$ cat src/rtl/core/dcf_pkg.sv
// ----------------------------------------------------------------------------
// dcf_pkg
// Shared types, codes and reset values for the door controller.
// ----------------------------------------------------------------------------
package dcf_pkg;

    // debounce depth: consecutive equal samples needed for a stable reading
    localparam int unsigned DEBOUNCE_SAMPLES = 4;

    localparam int unsigned TIME_W  = 17;
    localparam int unsigned LIMIT_W = 16;

    // time-in-state counter stops here
    localparam logic [TIME_W-1:0] TIME_SAT = TIME_W'(65536);

    typedef logic [DEBOUNCE_SAMPLES-1:0] t_hist;
    typedef logic [TIME_W-1:0]           t_time;
    typedef logic [LIMIT_W-1:0]          t_limit;

    // item kinds
    typedef enum logic [1:0] {
        FUNC_TICK  = 2'd0,
        FUNC_POLL  = 2'd1,
        FUNC_OPEN  = 2'd2,
        FUNC_CLOSE = 2'd3
    } t_func;

    // configuration register indexes
    typedef enum logic [2:0] {
        CFG_OPEN_TIMEOUT       = 3'd0,
        CFG_CLOSE_TIMEOUT      = 3'd1,
        CFG_OPEN_START_TIMEOUT = 3'd2,
        CFG_PULSE_LENGTH       = 3'd3,
        CFG_SENSOR_ACTIVE_HIGH = 3'd4,
        CFG_BUTTON_ACTIVE_HIGH = 3'd5,
        CFG_BUTTON_PRESENT     = 3'd6,
        CFG_UNUSED             = 3'd7
    } t_cfg_index;

    // reset values of the configuration registers
    localparam t_limit RST_OPEN_TIMEOUT       = 16'd10000;
    localparam t_limit RST_CLOSE_TIMEOUT      = 16'd10000;
    localparam t_limit RST_OPEN_START_TIMEOUT = 16'd4000;
    localparam t_limit RST_PULSE_LENGTH       = 16'd300;

    // door states, one-hot
    typedef enum logic [6:0] {
        ST_INIT        = 7'b000_0001,
        ST_CLOSED      = 7'b000_0010,
        ST_OPEN        = 7'b000_0100,
        ST_OPEN_SENSED = 7'b000_1000,
        ST_OPEN_START  = 7'b001_0000,
        ST_OPENING     = 7'b010_0000,
        ST_CLOSING     = 7'b100_0000
    } t_door_state;

    // externally visible door state codes
    localparam logic [2:0] CODE_INIT        = 3'd0;
    localparam logic [2:0] CODE_CLOSED      = 3'd1;
    localparam logic [2:0] CODE_OPEN        = 3'd2;
    localparam logic [2:0] CODE_OPEN_SENSED = 3'd3;
    localparam logic [2:0] CODE_OPEN_START  = 3'd4;
    localparam logic [2:0] CODE_OPENING     = 3'd5;
    localparam logic [2:0] CODE_CLOSING     = 3'd6;

    // one-hot state to output code
    function automatic logic [2:0] state_code(input t_door_state s);
        logic [2:0] c;
        c = CODE_INIT;
        unique case (s)
            ST_INIT:        c = CODE_INIT;
            ST_CLOSED:      c = CODE_CLOSED;
            ST_OPEN:        c = CODE_OPEN;
            ST_OPEN_SENSED: c = CODE_OPEN_SENSED;
            ST_OPEN_START:  c = CODE_OPEN_START;
            ST_OPENING:     c = CODE_OPENING;
            ST_CLOSING:     c = CODE_CLOSING;
            default:        c = CODE_INIT;
        endcase
        return c;
    endfunction

endpackage

$ cat src/rtl/core/door_controller_fsm.sv
// ----------------------------------------------------------------------------
// door_controller_fsm
// Garage door controller: sensor debounce, door state tracking, timeouts and
// push-button pulse generation. Takes one transaction per clock while the
// input is not stalled; each input transaction is captured in the input
// register, processed from there and its result lands in an output
// register, so one transaction per clock is sustained as long as the
// output side keeps up. Back-pressure on the output holds the input
// register and then stalls the input. Configuration writes are always taken
// (ready is tied high) and must be made while no transaction is in flight.
// ----------------------------------------------------------------------------
module door_controller_fsm
    import dcf_pkg::*;
(
    input  logic        i_clk,
    input  logic        i_rst_n,
    // input transactions
    input  logic        i_in_valid,
    output logic        o_in_stall,
    input  logic [1:0]  i_func,
    input  logic        i_closed_raw,
    // result transactions
    output logic        o_out_valid,
    input  logic        i_out_stall,
    output logic [2:0]  o_door_state,
    output logic        o_state_changed,
    output logic        o_command_accepted,
    output logic        o_command_rejected,
    output logic        o_timeout_warning,
    output logic        o_button_drive,
    // configuration writes
    input  logic        i_cfg_valid,
    output logic        o_cfg_ready,
    input  logic [2:0]  i_cfg_index,
    input  logic [15:0] i_cfg_data
);

    // configuration registers
    t_limit r_open_timeout, r_close_timeout, r_open_start_timeout, r_pulse_length;
    logic   r_sensor_ah, r_button_ah, r_button_present;

    // input register
    logic  r_in_valid;
    t_func r_func;
    logic  r_raw;

    // door state
    t_door_state r_state, n_state;
    t_hist       r_hist, n_hist;
    t_time       r_time, n_time;
    t_limit      r_pulse, n_pulse;

    // result flags of the current item
    logic n_changed, n_accepted, n_rejected, n_warn, n_drive;
    logic sample, is_closed, is_open;

    // pipeline advance: output register free or being emptied
    logic adv;
    logic do_item;

    assign adv        = !o_out_valid || !i_out_stall;
    assign do_item    = r_in_valid && adv;
    assign o_in_stall = r_in_valid && !adv;
    assign o_cfg_ready = 1'b1;

    // configuration write port
    always_ff @(posedge i_clk) begin
        if (!i_rst_n) begin
            r_open_timeout       <= RST_OPEN_TIMEOUT;
            r_close_timeout      <= RST_CLOSE_TIMEOUT;
            r_open_start_timeout <= RST_OPEN_START_TIMEOUT;
            r_pulse_length       <= RST_PULSE_LENGTH;
            r_sensor_ah          <= 1'b1;
            r_button_ah          <= 1'b1;
            r_button_present     <= 1'b1;
        end else if (i_cfg_valid && o_cfg_ready) begin
            unique case (t_cfg_index'(i_cfg_index))
                CFG_OPEN_TIMEOUT:       r_open_timeout       <= i_cfg_data;
                CFG_CLOSE_TIMEOUT:      r_close_timeout      <= i_cfg_data;
                CFG_OPEN_START_TIMEOUT: r_open_start_timeout <= i_cfg_data;
                CFG_PULSE_LENGTH:       r_pulse_length       <= i_cfg_data;
                CFG_SENSOR_ACTIVE_HIGH: r_sensor_ah          <= i_cfg_data[0];
                CFG_BUTTON_ACTIVE_HIGH: r_button_ah          <= i_cfg_data[0];
                CFG_BUTTON_PRESENT:     r_button_present     <= i_cfg_data[0];
                default: ;
            endcase
        end
    end

    // input register
    always_ff @(posedge i_clk) begin
        if (!i_rst_n) begin
            r_in_valid <= 1'b0;
        end else if (!o_in_stall) begin
            r_in_valid <= i_in_valid;
        end
    end

    always_ff @(posedge i_clk) begin
        if (i_in_valid && !o_in_stall) begin
            r_func <= t_func'(i_func);
            r_raw  <= i_closed_raw;
        end
    end

    // polarity-corrected sample and debounce decision
    always_comb begin
        sample    = r_raw ^ ~r_sensor_ah;
        n_hist    = t_hist'({r_hist, sample});
        is_closed = &n_hist;
        is_open   = ~|n_hist;
    end

    // item processing
    always_comb begin
        n_state    = r_state;
        n_time     = r_time;
        n_pulse    = r_pulse;
        n_changed  = 1'b0;
        n_accepted = 1'b0;
        n_rejected = 1'b0;
        n_warn     = 1'b0;
        unique case (r_func)
            FUNC_TICK: begin
                if (r_time != TIME_SAT) begin
                    n_time = r_time + t_time'(1);
                end
                if (r_pulse != '0) begin
                    n_pulse = r_pulse - t_limit'(1);
                end
            end
            FUNC_POLL: begin
                unique case (r_state)
                    ST_INIT: begin
                        if (is_closed) begin
                            n_state = ST_CLOSED;
                        end else if (is_open) begin
                            n_state = ST_OPEN;
                        end
                    end
                    ST_CLOSED: begin
                        if (is_open) begin
                            n_state = ST_OPEN_SENSED;
                        end
                    end
                    ST_OPEN: begin
                        if (is_closed) begin
                            n_state = ST_CLOSED;
                        end
                    end
                    ST_OPEN_START: begin
                        if (is_open) begin
                            n_state = ST_OPENING;
                        end else if (r_time > {1'b0, r_open_start_timeout}) begin
                            n_state = ST_CLOSED;
                            n_warn  = 1'b1;
                        end
                    end
                    ST_OPENING, ST_OPEN_SENSED: begin
                        if (is_closed) begin
                            n_state = ST_CLOSED;
                        end else if (r_time > {1'b0, r_open_timeout}) begin
                            n_state = ST_OPEN;
                        end
                    end
                    ST_CLOSING: begin
                        if (is_closed) begin
                            n_state = ST_CLOSED;
                        end else if (r_time > {1'b0, r_close_timeout}) begin
                            n_state = ST_OPEN;
                            n_warn  = 1'b1;
                        end
                    end
                    default: ;
                endcase
                if (n_state != r_state) begin
                    n_changed = 1'b1;
                    n_time    = '0;
                end
            end
            FUNC_OPEN, FUNC_CLOSE: begin
                if ((r_func == FUNC_OPEN && r_state == ST_CLOSED) ||
                    (r_func == FUNC_CLOSE && r_state == ST_OPEN)) begin
                    n_state    = (r_func == FUNC_OPEN) ? ST_OPEN_START : ST_CLOSING;
                    n_time     = '0;
                    n_changed  = 1'b1;
                    n_accepted = 1'b1;
                    if (r_button_present) begin
                        n_pulse = r_pulse_length;
                    end
                end else begin
                    n_rejected = 1'b1;
                end
            end
            default: ;
        endcase
        // button line level after the item
        if (!r_button_present) begin
            n_drive = 1'b0;
        end else if (n_pulse != '0) begin
            n_drive = r_button_ah;
        end else begin
            n_drive = ~r_button_ah;
        end
    end

    // door state registers
    always_ff @(posedge i_clk) begin
        if (!i_rst_n) begin
            r_state <= ST_INIT;
            r_hist  <= '0;
            r_time  <= '0;
            r_pulse <= '0;
        end else if (do_item) begin
            r_state <= n_state;
            r_time  <= n_time;
            r_pulse <= n_pulse;
            if (r_func == FUNC_POLL) begin
                r_hist <= n_hist;
            end
        end
    end

    // result register
    always_ff @(posedge i_clk) begin
        if (!i_rst_n) begin
            o_out_valid <= 1'b0;
        end else if (adv) begin
            o_out_valid <= r_in_valid;
        end
    end

    always_ff @(posedge i_clk) begin
        if (do_item) begin
            o_door_state       <= state_code(n_state);
            o_state_changed    <= n_changed;
            o_command_accepted <= n_accepted;
            o_command_rejected <= n_rejected;
            o_timeout_warning  <= n_warn;
            o_button_drive     <= n_drive;
        end
    end

    // checks on the processing logic
    a_acc_rej_excl: assert property (@(posedge i_clk) disable iff (!i_rst_n)
        o_out_valid |-> !(o_command_accepted && o_command_rejected))
        else $error("command both accepted and rejected");

    a_acc_changes: assert property (@(posedge i_clk) disable iff (!i_rst_n)
        (o_out_valid && o_command_accepted) |->
            (o_state_changed && (o_door_state == CODE_OPEN_START ||
                                 o_door_state == CODE_CLOSING)))
        else $error("accepted command did not enter open-start or closing");

    a_warn_changes: assert property (@(posedge i_clk) disable iff (!i_rst_n)
        (o_out_valid && o_timeout_warning) |->
            (o_state_changed && (o_door_state == CODE_CLOSED ||
                                 o_door_state == CODE_OPEN)))
        else $error("timeout warning without fallback transition");

    a_time_sat: assert property (@(posedge i_clk) disable iff (!i_rst_n)
        r_time <= TIME_SAT)
        else $error("time-in-state counter beyond saturation");

    a_change_clears_time: assert property (@(posedge i_clk) disable iff (!i_rst_n)
        (do_item && n_changed) |=> (r_time == '0))
        else $error("state change did not clear time-in-state");

endmodule
$ cat config.mk
export PLATFORM = sky130hd
export DESIGN_NAME = door_controller_fsm
export DESIGN_NICKNAME = d
export VERILOG_FILES = /design/src/rtl/core/dcf_pkg.sv /design/src/rtl/core/door_controller_fsm.sv
export SDC_FILE = /design/constraint.sdc
export NUM_CORES = 1
export LEC_CHECK = 0
export ABC_AREA = 1
export BUFFER_PORTS_ARGS = -buffer_cell sky130_fd_sc_hd__buf_4
export CORE_ASPECT_RATIO = 0.75
export CORE_UTILIZATION = 58
export CTS_BUF_LIST = sky130_fd_sc_hd__clkbuf_4
export CTS_CLUSTER_DIAMETER = 100
export DETAILED_ROUTE_END_ITERATION = 8
export GPL_ROUTABILITY_DRIVEN = 1
export PLACE_DENSITY = 0.79
export SLEW_MARGIN = 20
export SYNTH_ARGS = -nofsm -noshare
export SYNTH_HDL_FRONTEND = slang
export SYNTH_SLANG_ARGS = --single-unit
$ cat constraint.sdc
create_clock -name i_clk -period 2.3 [get_ports i_clk]
set_input_delay 0.345 -clock i_clk [delete_from_list [all_inputs] [get_ports i_clk]]
set_output_delay 0.345 -clock i_clk [all_outputs]
set_load 0.05 [all_outputs]
[Yosys cells after proc, flatten, opt, wreduce, memory -nomap -nowiden]
Index checks and enable logic that the tools add are counted.
Storage, ports and cells
  register bits after elaboration: 123
  input port bits: 27
Cells by class
  add/sub/neg operators: 2
  order comparisons: 3
  equality and inequality tests: 27
  muxes and demuxes: 34
  bitwise operators: 3
  reduce and logical (&&, ||, !) cells: 28
Operators by type and width (number)
  $mux W7: 13
  $gt A17 B16 Y1: 3
  $mux W17: 3
  $pmux W17 S3: 1
  $mux W16: 3
  $pmux W7 S6: 1
  $pmux W16 S2: 1
  $reduce_bool A16 Y1: 2
  $pmux W3 S6: 1
  $add A17 B1 Y17 const B: 1
  $ne A17 B17 Y1 const B: 1
  $reduce_and A2 Y1: 8
  $sub A16 B1 Y16 const B: 1
  $eq A7 B2 Y1 const B: 2
  $eq A7 B3 Y1 const B: 2
  $eq A7 B4 Y1 const B: 2
  $eq A7 B5 Y1 const B: 2
  $eq A7 B6 Y1 const B: 2
  $eq A7 B7 Y1 const B: 2
  $pmux W7 S2: 1
  $eq A3 B3 Y1 const B: 3
  $mux W1: 8
  $reduce_and A4 Y1: 2
  $eq A7 B1 Y1 const B: 1
  other kinds (16): 31

[Longest topological paths before layout]
  depth after elaboration: 10
  mapped depth: 22
  depth with buffers taken out: 22

[Worst setup path after synthesis]
No wires, ideal clock.
  path kind: flip-flop to flip-flop
  from: reg o_out_valid
  to: reg r_time[13]
  arrival: 2266 ps
  data required time: 2185 ps
  setup slack: -81 ps
  stages on the path, launching flop included: 10
  path buffers: 1
  clock period less this slack: 2381 ps
  cell sequence: dfxtp_1 nand2_1 inv_1 nor2_1 inv_2 a311oi_2 buf_2 nand3_1 nand2_1 nor2_1
On the way
  longest elaborated chain between the ends: 4
Ends and longest elaborated chain
  start: declaration: RTL line door_controller_fsm.sv:23  | output logic o_out_valid,
  start signal: assignment: RTL line door_controller_fsm.sv:229  | o_out_valid <= r_in_valid;
  $logic_not A1 Y1: RTL line door_controller_fsm.sv:61  | assign adv = !o_out_valid || !i_out_stall;
  $logic_or A1 B1 Y1: RTL line door_controller_fsm.sv:61
  $logic_and A1 B1 Y1: RTL line door_controller_fsm.sv:62  | assign do_item = r_in_valid && adv;
  via do_item: RTL line door_controller_fsm.sv:59  | logic do_item;
  $reduce_and A4 Y1 (no line)
  end signal: assignment: RTL line door_controller_fsm.sv:216  | r_time <= n_time;
  end: declaration: RTL line door_controller_fsm.sv:50  | t_time r_time, n_time;
The timed path passes the listed nets, and every way through them passes these cells.
A chain may end at the register's enable or synchronous reset.

[Worst setup path after layout]
  from: reg r_open_timeout[15]
  to: reg o_door_state[2] (data pin)
On the way
  longest elaborated chain between the ends: 8
  elaborated cells on any way between the ends: 13
Ends and longest elaborated chain
  start: declaration: RTL line door_controller_fsm.sv:39  | t_limit r_open_timeout, r_close_timeout, r_open_start_timeout, r_pulse_length;
  start signal: assignment: RTL line door_controller_fsm.sv:78  | CFG_OPEN_TIMEOUT: r_open_timeout <= i_cfg_data;
  $gt A17 B16 Y1 *: RTL line door_controller_fsm.sv:162  | end else if (r_time > {1'b0, r_open_timeout}) begin
  $mux W7 *: RTL line door_controller_fsm.sv:162
  $mux W7 *: RTL line door_controller_fsm.sv:160  | if (is_closed) begin
  $pmux W7 S6 *: RTL line door_controller_fsm.sv:133  | unique case (r_state)
  $mux W7 *: RTL line door_controller_fsm.sv:123  | unique case (r_func)
  $pmux W7 S2 *: RTL line door_controller_fsm.sv:123
  $eq A7 B7 Y1, or another cell as far along: RTL line dcf_pkg.sv:70  | unique case (s)
  $pmux W3 S6 *: RTL line dcf_pkg.sv:70
  end signal: assignment: RTL line door_controller_fsm.sv:235  | o_door_state <= state_code(n_state);
  end: declaration: RTL line door_controller_fsm.sv:25  | output logic [2:0] o_door_state,
Every way passes the cells marked *; elsewhere a longest branch is shown, timed or not. The select of a mux whose other input is x is not followed.

==> metrics <==
Adder-Cell Fraction of Synth Area 8.279%; Root Driver clkbuf_4; Tot GR Track Use 36.28%; worst-skew pair later-pin latency 0.62 ns; failing checks hold timing, setup timing; Setup CP Type reg -> reg; hold slack -0.009696 ns; area leader, netlist dfxtp_1; startpoint class of the critical path flip-flop; post-route ant nets 0; xor/xnor share of the synthesized area 1.250%; area share of the largest cell type after synthesis 29.09%; clock buffer depth 2; setup slack after layout -0.3713 ns; num rows 36; final-report hold violation count 2; combinational family with the most area after synthesis simple AND/OR/NAND/NOR gates; post-synth cell types 47; met1 wire length 10740 um; synth warn 0; critical path fanouts, max 4; Post-Synthesis Cells 1148; Worst-Margin Slew 0.5755 ns; dpl hpwl 16670 um; Worst EP arrival 3.13 ns; post-synthesis register bit count 123; dpl cells 1462; number of DRC markers in iteration 0 971; WL met2 11340 um; Cell Area, Synth 7707 um^2; I/O Buffers 36; syn_nets 1226; die width 135.1 um; drt pass-1 iters 7; skew final 0.02297 ns; Avg Vias per Cell 5.824; Area growth syn-to-layout 36.41%; Worst VDD drop 443.8 uV; fin crit share 116.1%; asr flop ratio synth 0%; Hold WC Path Type in -> reg; CTS clk-pin slew, worst paths 0.13 ns; GP Congestion 0.9720; Post-Place Setup Slack -0.2519 ns; Post-route DRC 0; Util after Layout 81.05%; Post-synth EDFFs 11; Synth Flop Type dfxtp_1; CP Cell Sequence inv_1 -> ha_4 -> nand4_1 -> nor2_4 -> buf_4 -> nand3_2 -> nand2_2 -> nand2_1 -> nand3_1 -> nand2_2 -> buf_6 -> o211ai_1 -> nand3_2 -> nor3_4 -> nand2_1 -> nor2_1; clock sink count 123; sequential element share of the synthesized area 33.38%; GRT overflow 0; final WL 25870 um; WL/cell 16.99 um; Die ar. 13760 um^2; simple-gate share of the synthesized area 28.20%; CP Data Required Time 2.76 ns; WL met3 2690 um; Die Height 101.8 um; Top Layer Used met4; final std cells w/o fill 1523; count of final setup violators 26; max incr delay on CP 0.35 ns; Final nets 1417; Syn Area/Cell 6.714 um^2; initial antenna violation count 0; status complete, but fails checks; Filler Cells Inserted 849; Pwr per Cell Area 543.4 nW/um^2; layout cells sized above 1 32.91%; Synth Area in Compound Gates 18.62%; vias in the first global route 8125; TritonCTS clock tree built; Area contributors post-synth dfxtp_1 29%, nand2_1 12%, ha_1 8.3%; leak pwr 0.004802 uW; max frequency 374.4 MHz; # diodes 0; mux share of post-synthesis cell area 0%; worst rel slew slack 61.58%; global-route wire length before repair 38330 um; RSZ-0062 raised after global routing true; vias after detailed routing 8870; # H-tree levels 4; largest net degree at the start of global routing 46; post-route minimum period 2.671 ns; Num CTS Buffers 17; Core ar. 12970 um^2; Initial Utilization 59.41%; Worst setup EP type flip-flop; slowest CP cell dfxtp_1; Ports 38; MaxCap Viol Count 0; final slew viol count 0
## logic make-up (layout without fill, tap and decap cells)
| kind of cell | after synthesis | after routing |
|---|---|---|
| AND/OR/NAND/NOR | 500 | 502 |
| AO/OA/AOI/OAI | 261 | 261 |
| buffers and inverters | 201 | 403 |
| flip-flops | 123 | 123 |
| adder cells (fa/ha/maj) | 51 | 51 |
| XOR/XNOR | 11 | 11 |
| other | 1 | 1 |
## metrics by stage
step	instance area [um^2]	setup TNS, ns	power, uW	hold WS [ns]
2_1_floorplan	7710	0	3255	0.4353
3_3_place_gp	9155	-2.334	3789	0.4466
3_5_place_dp	9155	-3.363	3816	0.4547
4_1_cts	9965	-1.987	5452	0.001309
5_1_grt	10510	-9.056	5967	-0.01513
6_report	10510	-7.196	5713	-0.009696
## worst max-delay path, delay by kind of cell, from the launching register on
| family | cells | cell delay, ns |
|---|---|---|
| AO/OA/AOI/OAI | 1 | 0.12 |
| buffers and inverters | 3 | 0.36 |
| adder cells (fa/ha/maj) | 1 | 0.29 |
| AND/OR/NAND/NOR | 11 | 1.39 |
| flip-flops | 1 | 0.35 |
## flip-flops by register name, summed over array words and instances, names as in the netlist, 3 cells and up
name                  cells
o_door_state              3
r_close_timeout          16
r_hist                    3
r_open_start_timeout     16
r_open_timeout           16
r_pulse                  16
r_pulse_length           16
r_state                   7
r_time                   17
## report_power, final
part	switching [uW]	internal (uW)
Combinational	1050	755
Clock	907	637
Sequential	97.7	2270
Total	2050	3660
## Yosys cell counts, types with 2 or more instances
cell / count
nor2_4: 4
inv_1: 150
a21o_1: 2
clkinv_1: 2
a211oi_1: 4
nor4_1: 3
a22oi_1: 2
o21ai_1: 6
nor3_1: 13
clkbuf_1: 30
or2_1: 2
nand3b_1: 3
a21boi_1: 2
nor2_2: 5
o21ai_0: 91
nand2_2: 6
dfxtp_1: 112
nand4_1: 17
buf_2: 6
buf_6: 3
xor2_1: 10
nand2_1: 244
ha_1: 51
o211ai_1: 30
nand3_2: 3
nor2_1: 114
edfxtp_1: 11
a21oi_1: 118
nand3_1: 79
inv_2: 8
## layout by cell type (no fill, tap or decap), drive strengths merged, types with 9 or more instances in the layout
master	count
nor2	123
o21ai	97
clkbuf	18
ha	51
inv	159
nand4	17
dfxtp	112
nand2	253
buf	207
clkinv	9
a21oi	119
xor2	10
nand3	83
o211ai	31
edfxtp	11
nor3	14
## layer usage
metal  global-route usage, %  vias to the layer above
met3                   9.127                      110
met1                   46.11                     4054
met4                   18.24                        0
li1                        -                     4183
met2                   57.67                      523
met5                       0                        -
## what timing repair did
| action | in CTS | in global routing |
|---|---|---|
| gates resized for setup | 114 | 110 |
| setup endpoints to repair | 24 | 29 |
| hold buffers | 3 | 1 |
| setup buffers | 6 | 18 |
| endpoints found under the hold margin | 3 | 1 |
| cloned | 2 | 1 |
| pin swaps | 23 | 62 |
## final timing paths
kind / start / to / slack [ns] / cells after the start
setup / recovery: r_open_timeout[15] / o_door_state[2] / -0.37 / 16
hold / removal: i_cfg_data[13] / r_open_timeout[13] / -0.01 / 3
setup reg to reg: r_open_timeout[15] / o_door_state[2] / -0.37 / 16
hold reg to reg: r_close_timeout[3] / r_close_timeout[3] / 0.47 / 2
## cell type report
class,count,area [um^2],share of cell area (%)
sequential,123,2626,24.98
tap,171,214.0,2.035
clock buffer,18,135.1,1.285
timing repair buffer,211,1674,15.92
inverter,160,604.3,5.748
multi-input combinational,826,5132,48.82
clock inverter,14,127.6,1.214
(Power assumes the default switching activity.)
